<file path="src/design/ckbb_pkg.sv">
package ckbb_pkg;

   localparam int SCREEN_WIDTH_DEFAULT  = 800;
   localparam int SCREEN_HEIGHT_DEFAULT = 480;

   localparam logic [7:0] KEY_TRANSPARENT = 8'hFF;

   // register indexes on the csr port
   localparam logic [1:0] CSR_DEST_X     = 2'd0;
   localparam logic [1:0] CSR_DEST_Y     = 2'd1;
   localparam logic [1:0] CSR_SRC_WIDTH  = 2'd2;
   localparam logic [1:0] CSR_SRC_HEIGHT = 2'd3;

   localparam int QUEUE_DEPTH = 2;

   typedef struct packed {
      logic [7:0] src_byte0;
      logic [7:0] src_byte1;
      logic [7:0] src_byte2;
      logic [7:0] src_byte3;
   } ckbb_req_type;

   typedef struct packed {
      logic        write_enable;
      logic [18:0] write_address;
      logic [31:0] write_pixel;
      logic        out_of_bounds;
      logic        last_pixel;
   } ckbb_rsp_type;

   // classified pixel on its way from front to back
   typedef struct packed {
      logic        write_enable;
      logic [9:0]  row_sum;
      logic [10:0] col_sum;
      logic [31:0] write_pixel;
      logic        out_of_bounds;
      logic        last_pixel;
   } ckbb_job_type;

endpackage

</file>
<file path="src/design/ckbb_front.sv">
module ckbb_front import ckbb_pkg::*; #(
   parameter int SCREEN_WIDTH  = SCREEN_WIDTH_DEFAULT,
   parameter int SCREEN_HEIGHT = SCREEN_HEIGHT_DEFAULT
) (
   input  logic         clock,
   input  logic         reset,
   input  logic         csr_write_enable,
   input  logic [1:0]   csr_index,
   input  logic [9:0]   csr_write_data,
   input  logic         req_valid,
   output logic         req_ready,
   input  ckbb_req_type req_payload,
   input  logic         push_ready,
   output logic         push_valid,
   output ckbb_job_type push_job
);

   localparam logic [12:0] SCREEN_W = 13'(SCREEN_WIDTH);
   localparam logic [12:0] SCREEN_H = 13'(SCREEN_HEIGHT);

   logic [9:0] dest_x_ff, dest_x_in;
   logic [8:0] dest_y_ff, dest_y_in;
   logic [9:0] src_width_ff, src_width_in;
   logic [8:0] src_height_ff, src_height_in;
   logic [9:0] column_count_ff, column_count_in;
   logic [8:0] row_count_ff, row_count_in;

   logic        take;
   logic        empty_image;
   logic        oob;
   logic [9:0]  col;
   logic [8:0]  row;
   logic [10:0] col_next;
   logic [9:0]  row_next;
   logic        row_wrap;
   logic        col_wrap;

   assign req_ready  = push_ready;
   assign take       = req_valid && push_ready;
   assign push_valid = take;

   always_comb begin
      dest_x_in     = dest_x_ff;
      dest_y_in     = dest_y_ff;
      src_width_in  = src_width_ff;
      src_height_in = src_height_ff;
      if (csr_write_enable) begin
         case (csr_index)
            CSR_DEST_X:     dest_x_in     = csr_write_data;
            CSR_DEST_Y:     dest_y_in     = csr_write_data[8:0];
            CSR_SRC_WIDTH:  src_width_in  = csr_write_data;
            CSR_SRC_HEIGHT: src_height_in = csr_write_data[8:0];
            default: ;
         endcase
      end
   end

   always_comb begin
      empty_image = (src_width_ff == '0) || (src_height_ff == '0);
      oob = ({2'b0, 11'(src_width_ff) + 11'(dest_x_ff)} > SCREEN_W) ||
            ({3'b0, 10'(src_height_ff) + 10'(dest_y_ff)} > SCREEN_H);

      // a counter beyond a shrunk size restarts at zero
      col = (column_count_ff < src_width_ff) ? column_count_ff : '0;
      row = (row_count_ff < src_height_ff) ? row_count_ff : '0;

      col_next = 11'(col) + 11'd1;
      row_next = 10'(row) + 10'd1;
      col_wrap = col_next >= 11'(src_width_ff);
      row_wrap = row_next >= 10'(src_height_ff);

      column_count_in = column_count_ff;
      row_count_in    = row_count_ff;
      if (take) begin
         if (empty_image) begin
            column_count_in = '0;
            row_count_in    = '0;
         end else if (col_wrap) begin
            column_count_in = '0;
            row_count_in    = row_wrap ? 9'd0 : row_next[8:0];
         end else begin
            column_count_in = col_next[9:0];
            row_count_in    = row;
         end
      end

      push_job.write_pixel   = {req_payload.src_byte3, req_payload.src_byte0,
                                req_payload.src_byte1, req_payload.src_byte2};
      push_job.out_of_bounds = oob;
      push_job.write_enable  = !empty_image && !oob &&
                               (req_payload.src_byte3 != KEY_TRANSPARENT);
      push_job.last_pixel    = !empty_image && col_wrap && row_wrap;
      push_job.row_sum       = 10'(row) + 10'(dest_y_ff);
      push_job.col_sum       = 11'(col) + 11'(dest_x_ff);
   end

   always_ff @(posedge clock) begin
      if (reset) begin
         dest_x_ff       <= '0;
         dest_y_ff       <= '0;
         src_width_ff    <= '0;
         src_height_ff   <= '0;
         column_count_ff <= '0;
         row_count_ff    <= '0;
      end else begin
         dest_x_ff       <= dest_x_in;
         dest_y_ff       <= dest_y_in;
         src_width_ff    <= src_width_in;
         src_height_ff   <= src_height_in;
         column_count_ff <= column_count_in;
         row_count_ff    <= row_count_in;
      end
   end

endmodule

</file>
<file path="src/design/ckbb_queue.sv">
module ckbb_queue import ckbb_pkg::*; (
   input  logic         clock,
   input  logic         reset,
   input  logic         push_valid,
   output logic         push_ready,
   input  ckbb_job_type push_job,
   input  logic         pop,
   output logic         head_valid,
   output ckbb_job_type head_job
);

   localparam int PTR_W   = (QUEUE_DEPTH > 1) ? $clog2(QUEUE_DEPTH) : 1;
   localparam int COUNT_W = $clog2(QUEUE_DEPTH + 1);

   ckbb_job_type entry_ff [QUEUE_DEPTH];

   logic [PTR_W-1:0]   wr_ptr_ff, wr_ptr_in;
   logic [PTR_W-1:0]   rd_ptr_ff, rd_ptr_in;
   logic [COUNT_W-1:0] count_ff, count_in;
   logic               do_push;
   logic               do_pop;

   assign push_ready = count_ff != COUNT_W'(QUEUE_DEPTH);
   assign head_valid = count_ff != '0;
   assign head_job   = entry_ff[rd_ptr_ff];
   assign do_push    = push_valid && push_ready;
   assign do_pop     = pop && head_valid;

   always_comb begin
      wr_ptr_in = wr_ptr_ff;
      rd_ptr_in = rd_ptr_ff;
      count_in  = count_ff;
      if (do_push) begin
         wr_ptr_in = (wr_ptr_ff == PTR_W'(QUEUE_DEPTH - 1)) ? '0 : wr_ptr_ff + 1'b1;
      end
      if (do_pop) begin
         rd_ptr_in = (rd_ptr_ff == PTR_W'(QUEUE_DEPTH - 1)) ? '0 : rd_ptr_ff + 1'b1;
      end
      if (do_push && !do_pop) begin
         count_in = count_ff + 1'b1;
      end else if (do_pop && !do_push) begin
         count_in = count_ff - 1'b1;
      end
   end

   always_ff @(posedge clock) begin
      if (do_push) begin
         entry_ff[wr_ptr_ff] <= push_job;
      end
   end

   always_ff @(posedge clock) begin
      if (reset) begin
         wr_ptr_ff <= '0;
         rd_ptr_ff <= '0;
         count_ff  <= '0;
      end else begin
         wr_ptr_ff <= wr_ptr_in;
         rd_ptr_ff <= rd_ptr_in;
         count_ff  <= count_in;
      end
   end

endmodule

</file>
<file path="src/design/ckbb_back.sv">
module ckbb_back import ckbb_pkg::*; #(
   parameter int SCREEN_WIDTH = SCREEN_WIDTH_DEFAULT
) (
   input  logic         clock,
   input  logic         reset,
   input  logic         head_valid,
   input  ckbb_job_type head_job,
   output logic         pop,
   output logic         rsp_valid,
   input  logic         rsp_ready,
   output ckbb_rsp_type rsp_payload
);

   localparam logic [12:0] SCREEN_W = 13'(SCREEN_WIDTH);

   logic         rsp_valid_ff, rsp_valid_in;
   ckbb_rsp_type rsp_ff, rsp_in;
   logic [22:0]  row_base;

   // advance when the output register is empty or its transfer completes
   assign pop = head_valid && (!rsp_valid_ff || rsp_ready);

   always_comb begin
      row_base = 23'(head_job.row_sum) * 23'(SCREEN_W);

      rsp_in.write_enable  = head_job.write_enable;
      rsp_in.write_address = head_job.write_enable ?
                             (row_base[18:0] + 19'(head_job.col_sum)) : '0;
      rsp_in.write_pixel   = head_job.write_pixel;
      rsp_in.out_of_bounds = head_job.out_of_bounds;
      rsp_in.last_pixel    = head_job.last_pixel;

      if (pop) begin
         rsp_valid_in = 1'b1;
      end else if (rsp_ready) begin
         rsp_valid_in = 1'b0;
      end else begin
         rsp_valid_in = rsp_valid_ff;
      end
   end

   always_ff @(posedge clock) begin
      if (pop) begin
         rsp_ff <= rsp_in;
      end
   end

   always_ff @(posedge clock) begin
      if (reset) begin
         rsp_valid_ff <= 1'b0;
      end else begin
         rsp_valid_ff <= rsp_valid_in;
      end
   end

   assign rsp_valid   = rsp_valid_ff;
   assign rsp_payload = rsp_ff;

endmodule

</file>
<file path="src/design/color_keyed_bitmap_blit_unit.sv">
// Color-keyed bitmap blit. Source pixels enter on the req_ channel in row
// order, top row first, one four-byte pixel per transfer. Each pixel leaves
// on the rsp_ channel as one frame buffer write: the repacked 32-bit word,
// its word address (row + dest_y) * SCREEN_WIDTH + column + dest_x, and a
// write enable that is low for the transparent key (byte3 = 0xFF), for an
// empty image and for one that does not fit on the screen (out_of_bounds
// set). last_pixel marks the final pixel of the image.
// The csr_ port writes dest_x, dest_y, src_width and src_height; write it
// only while no pixel is in flight.
// Each pixel passes through the queue and then the output register before
// rsp_valid rises. Throughput is one pixel per cycle while the receiver
// accepts, set by the front classifier and the back address multiply, each
// taking one pixel per cycle, with a 2-entry queue between.
// When the receiver stalls, the output register holds and the queue fills;
// req_ready drops once the queue is full and rises the cycle after the
// back takes an entry from it.
// Reset clears the csr registers, counters and rsp_valid to zero and empties the queue.
module color_keyed_bitmap_blit_unit import ckbb_pkg::*; #(
   parameter int SCREEN_WIDTH  = SCREEN_WIDTH_DEFAULT,
   parameter int SCREEN_HEIGHT = SCREEN_HEIGHT_DEFAULT
) (
   input  logic         clock,
   input  logic         reset,
   input  logic         csr_write_enable,
   input  logic [1:0]   csr_index,
   input  logic [9:0]   csr_write_data,
   input  logic         req_valid,
   output logic         req_ready,
   input  ckbb_req_type req_payload,
   output logic         rsp_valid,
   input  logic         rsp_ready,
   output ckbb_rsp_type rsp_payload
);

   logic         push_valid;
   logic         push_ready;
   ckbb_job_type push_job;
   logic         head_valid;
   ckbb_job_type head_job;
   logic         pop;

   ckbb_front #(
      .SCREEN_WIDTH  (SCREEN_WIDTH),
      .SCREEN_HEIGHT (SCREEN_HEIGHT)
   ) u_front (
      .clock            (clock),
      .reset            (reset),
      .csr_write_enable (csr_write_enable),
      .csr_index        (csr_index),
      .csr_write_data   (csr_write_data),
      .req_valid        (req_valid),
      .req_ready        (req_ready),
      .req_payload      (req_payload),
      .push_ready       (push_ready),
      .push_valid       (push_valid),
      .push_job         (push_job)
   );

   ckbb_queue u_queue (
      .clock      (clock),
      .reset      (reset),
      .push_valid (push_valid),
      .push_ready (push_ready),
      .push_job   (push_job),
      .pop        (pop),
      .head_valid (head_valid),
      .head_job   (head_job)
   );

   ckbb_back #(
      .SCREEN_WIDTH (SCREEN_WIDTH)
   ) u_back (
      .clock       (clock),
      .reset       (reset),
      .head_valid  (head_valid),
      .head_job    (head_job),
      .pop         (pop),
      .rsp_valid   (rsp_valid),
      .rsp_ready   (rsp_ready),
      .rsp_payload (rsp_payload)
   );

endmodule
</file>
<file path="config.mk">
export PLATFORM = sky130hd
export DESIGN_NAME = color_keyed_bitmap_blit_unit
export DESIGN_NICKNAME = d
export VERILOG_FILES = /design/src/design/ckbb_pkg.sv /design/src/design/ckbb_front.sv /design/src/design/ckbb_queue.sv /design/src/design/ckbb_back.sv /design/src/design/color_keyed_bitmap_blit_unit.sv
export SDC_FILE = /design/constraint.sdc
export NUM_CORES = 1
export LEC_CHECK = 0
export ABC_AREA = 0
export BUFFER_PORTS_ARGS = -buffer_cell sky130_fd_sc_hd__buf_2
export CAP_MARGIN = 20
export CORE_MARGIN = 3
export CORE_UTILIZATION = 65
export DETAILED_ROUTE_END_ITERATION = 8
export PLACE_DENSITY = 0.95
export SETUP_SLACK_MARGIN = 0.1
export SLEW_MARGIN = 20
export SYNTH_ARGS = -nofsm -noshare
export SYNTH_HDL_FRONTEND = slang
export SYNTH_SLANG_ARGS = --single-unit
</file>
<file path="constraint.sdc">
create_clock -name clock -period 11.5 [get_ports clock]
set_input_delay 2.3 -clock clock [delete_from_list [all_inputs] [get_ports clock]]
set_output_delay 2.3 -clock clock [all_outputs]
set_load 0.02 [all_outputs]
</file>
==> run_results.csv <==
group,metric,value,unit
routing,drt-wirelength-per-cell,20.89,um
clock_tree,clk_pin_slew_worst_paths,0.06,ns
routing,drtPass1Iterations,5,
worst_setup_path,cp_cell_sequence,"inv_1 > ha_1 > and3_4 > a221o_1 > a21o_1 > a21oi_1 > and2_1 > ha_1 > and3_1 > nand4_1 > nor2_1 > xnor2_1 > a211oi_1 > ha_1 > a2111oi_0 > a31oi_1 > nor3_1 > buf_4 > a31oi_2 > o32ai_1",
sta,worst_slew_pin_slew,0.9754,ns
synthesis,synth_common_cells,"166 x edfxtp_1, 115 x ha_1, 88 x nand2_1, 80 x inv_1, 71 x nor2_1",
power_and_ir_drop,power_frac_comb,43.2,%
cells_and_area,fillers,1075,
power_and_ir_drop,power.switching,1.345,mW
global_routing,overflow,0,
floorplan,floorplan.rows,49,
sta,max_slew_margin,34.69,%
min_path,hp-start,"u_front.src_width_ff[7]",
global_routing,grt_pass1_vias,8847,
routing,initialDrtViolationCount,860,
cells_and_area,areaGrowthSynthToFinish,12.91,%
worst_setup_path,cp_slowest_stage_delay,0.62,ns
cells_and_area,fin_cells,1421,
synthesis,synth.avg_cell_area,11.41,um2
floorplan,ios,105,
power_and_ir_drop,peakVddDrop,0.0002114,V
synthesis,ys_top_cells_by_area,"edfxtp_1 41%, ha_1 12%, dfxtp_1 10%, mux2_2 4.1%, nand2_1 2.7%",
synthesis,netlist_instances,1066,
worst_setup_path,crit_top_cell,"ha_1",
synthesis,synth_most_common_cell,"edfxtp_1",
global_routing,grtUsageTotal,29.09,%
power_and_ir_drop,p_clk_share,22.9,%
global_routing,grt_pass1_wl,47100,um
sta,drv_slew,0,
worst_setup_path,cp_slowest_cell,"nor3_1",
worst_setup_path,setup.worst_path.start,"u_front.src_width_ff[8]",
global_routing,grt_max_degree,58,
synthesis,synth_warnings,0,
cells_and_area,nNetsFinal,1349,
floorplan,core,0.01815,mm2
floorplan,start_util,67.05,%
routing,wirelength,29690,um
global_routing,antenna_found_initial,0,
power_and_ir_drop,power_density,251.6,mW/mm2
synthesis,async_flop_share,0,%
synthesis,synth_cell_types,64,
sta,fmax,0.1655,GHz
power_and_ir_drop,sequentialPowerShare,33.9,%
synthesis,yosysTopAreaCellShare,40.97,%
clock_tree,cts_root_buffer,"clkbuf_16",
synthesis,synth_edf_count,166,
synthesis,synth_top_area_cell,"edfxtp_1",
clock_tree,post-cts-setup-buffers,0,
worst_setup_path,critPathCaptureType,"flop",
sta,setup_ws,5.459,ns
sta,rsz0062_at_grt,"false",
sta,fin_crit_sh,52.53,%
run_status,status,"finished, final reports clean",
power_and_ir_drop,power_leakage,5.566,nW
synthesis,syn_nets,1240,
sta,tns,0,ns
floorplan,fp.dieArea,0.02040,mm2
cells_and_area,diodes,0,
synthesis,ys_seq_elements,229,
clock_tree,clkSinkCount,229,
routing,viasPerCell,6.409,
min_path,hold_path_class,"flop to flop",
power_and_ir_drop,sw_frac_of_total,38.90,%
clock_tree,htreeDepth,1,
clock_tree,clk_latency,0.52,ns
placement,hpwl,20150,um
floorplan,die_x,142.8,um
placement,gp_congestion,0.9642,
routing,drc,0,
placement,post-place-cells,1379,
worst_setup_path,crit_type,"flop to flop",
worst_setup_path,start_kind,"flop",
worst_setup_path,rr_startpoint,"u_front.src_width_ff[8]",
synthesis,ys_seq_area_share,51.33,%
sta,skew,0.01052,ns
worst_setup_path,cp.required,11.93,ns
placement,port_buffers,104,
worst_setup_path,r2r_setup_slack,5.46,ns
synthesis,synth_area,0.01217,mm2
routing,vias,9107,
power_and_ir_drop,finalPower,3.457,mW
job,drv_cap,0,
synthesis,synth_ff_type,"edfxtp_1",
sta,finalSetupViolCount,0,
floorplan,die_h,142.8,um
clock_tree,cts_resized,0,
power_and_ir_drop,cellInternalPower,2.112,mW
worst_setup_path,critPathMaxFanout,15,
clock_tree,cts_buffers,23,
clock_tree,cts_hold_buf,0,
clock_tree,clk_path_buf_depth,3,
routing,postRouteAntennaNets,0,
placement,pre_cts_slack,5.632,ns
sta,period_needed,6.041,ns
clock_tree,cts_tree,"done",
worst_setup_path,cp_data_arrival_time,6.47,ns
cells_and_area,drive_gt1_share,17.28,%
sta,hold_viol,0,
through the flow:
step	cell area [um2]	hold WS [ns]	utilization, %
finish	13740	0.4870	75.71
global route	13740	0.4971	75.71
CTS	13740	0.4797	75.71
detailed placement	12940	0.4716	71.33
global placement	12940	0.4628	71.33
floorplan	12170	0.4536	-
flip-flops by register name, summed over array words and instances (netlist names), named ones only:
| signal | cells |
|---|---|
| u_back.rsp_payload | 54 |
| u_queue.count_ff | 2 |
| u_front.src_height_ff | 9 |
| u_front.dest_y_ff | 9 |
| u_front.column_count_ff | 10 |
| u_front.src_width_ff | 10 |
| u_back.rsp_valid | 1 |
| u_front.dest_x_ff | 10 |
| u_queue.wr_ptr_ff | 1 |
| u_queue.entry_ff | 112 |
| u_queue.rd_ptr_ff | 1 |
| u_front.row_count_ff | 9 |
path summary, 6_finish.rpt:
kind / endpoint / cells past startpoint
max: u_front.row_count_ff[3] / 20
min: u_front.src_width_ff[7] / 2
max reg2reg: u_front.row_count_ff[3] / 20
min reg2reg: u_front.src_width_ff[7] / 2
critical path: cells and delay by family (launching register included):
family / cells / cell delay (ns)
AOI/OAI and AO/OA: 8 / 2.53
and+or+nand+nor: 6 / 1.63
buffers and inverters: 2 / 0.43
DFF: 1 / 0.37
xor gates and xnor gates: 1 / 0.09
adders and majority gates: 3 / 0.87
per-layer routing:
metal	up-vias	track usage (%)	wire length, um
met5	-	0	0
met4	0	11.21	1331
met3	118	3.885	2084
met2	490	50.84	14800
met1	4357	36.95	11480
li1	4142	-	-
final cells by class:
type / count / area, um2 / area share [%]
Clock buffer: 27 / 590.6 / 4.298
Clock inverter: 15 / 205.2 / 1.493
Inverter: 80 / 300.3 / 2.186
Multi-Input combinational cell: 729 / 5529 / 40.24
Sequential cell: 229 / 6247 / 45.47
Tap cell: 229 / 286.5 / 2.085
Timing Repair Buffer: 112 / 580.6 / 4.225
cells in the final DEF (no fill, tap or decap), drive strengths merged, types with 4 or more instances in the layout:
| cell type | instances |
|---|---|
| nor2 | 71 |
| or3 | 9 |
| nand2 | 88 |
| nand4 | 10 |
| fa | 10 |
| a31oi | 5 |
| a32oi | 9 |
| mux2 | 44 |
| clkbuf | 27 |
| o21a | 11 |
| or4 | 4 |
| bufinv | 4 |
| xnor2 | 25 |
| a2111oi | 5 |
| a21oi | 65 |
| nor4 | 9 |
| nor2b | 8 |
| buf | 112 |
| and3 | 6 |
| inv | 82 |
| ha | 115 |
| dfxtp | 63 |
| xor2 | 25 |
| o32ai | 6 |
| clkinv | 7 |
| nor3 | 14 |
| and2 | 20 |
| mux2i | 21 |
| nor3b | 5 |
| nand2b | 11 |
| edfxtp | 166 |
| nand3 | 23 |
| a21o | 9 |
| o211ai | 5 |
| o21ai | 33 |
| o21bai | 8 |
| a211oi | 17 |
kinds of logic (layout without fill, tap and decap cells):
family	count (synthesis)	count (layout)	synth area share, %
and+or+nand+nor	287	287	11.39
adders and majority gates	125	125	13.47
DFF	229	229	51.33
muxes	65	65	5.800
xor gates and xnor gates	50	50	3.599
AOI/OAI and AO/OA	202	202	11.01
buffers and inverters	108	234	3.393
power by group through the flow:
stage	registers [mW]	clock network (mW)	logic, mW
after floorplan	1.28	0	0.923
after global placement	1.17	0	1.29
after detailed placement	1.18	0	1.40
after CTS	1.17	0.796	1.46
after global routing	1.18	0.830	1.61
final	1.17	0.790	1.49
Note: power is estimated with default switching activity, not from simulation.
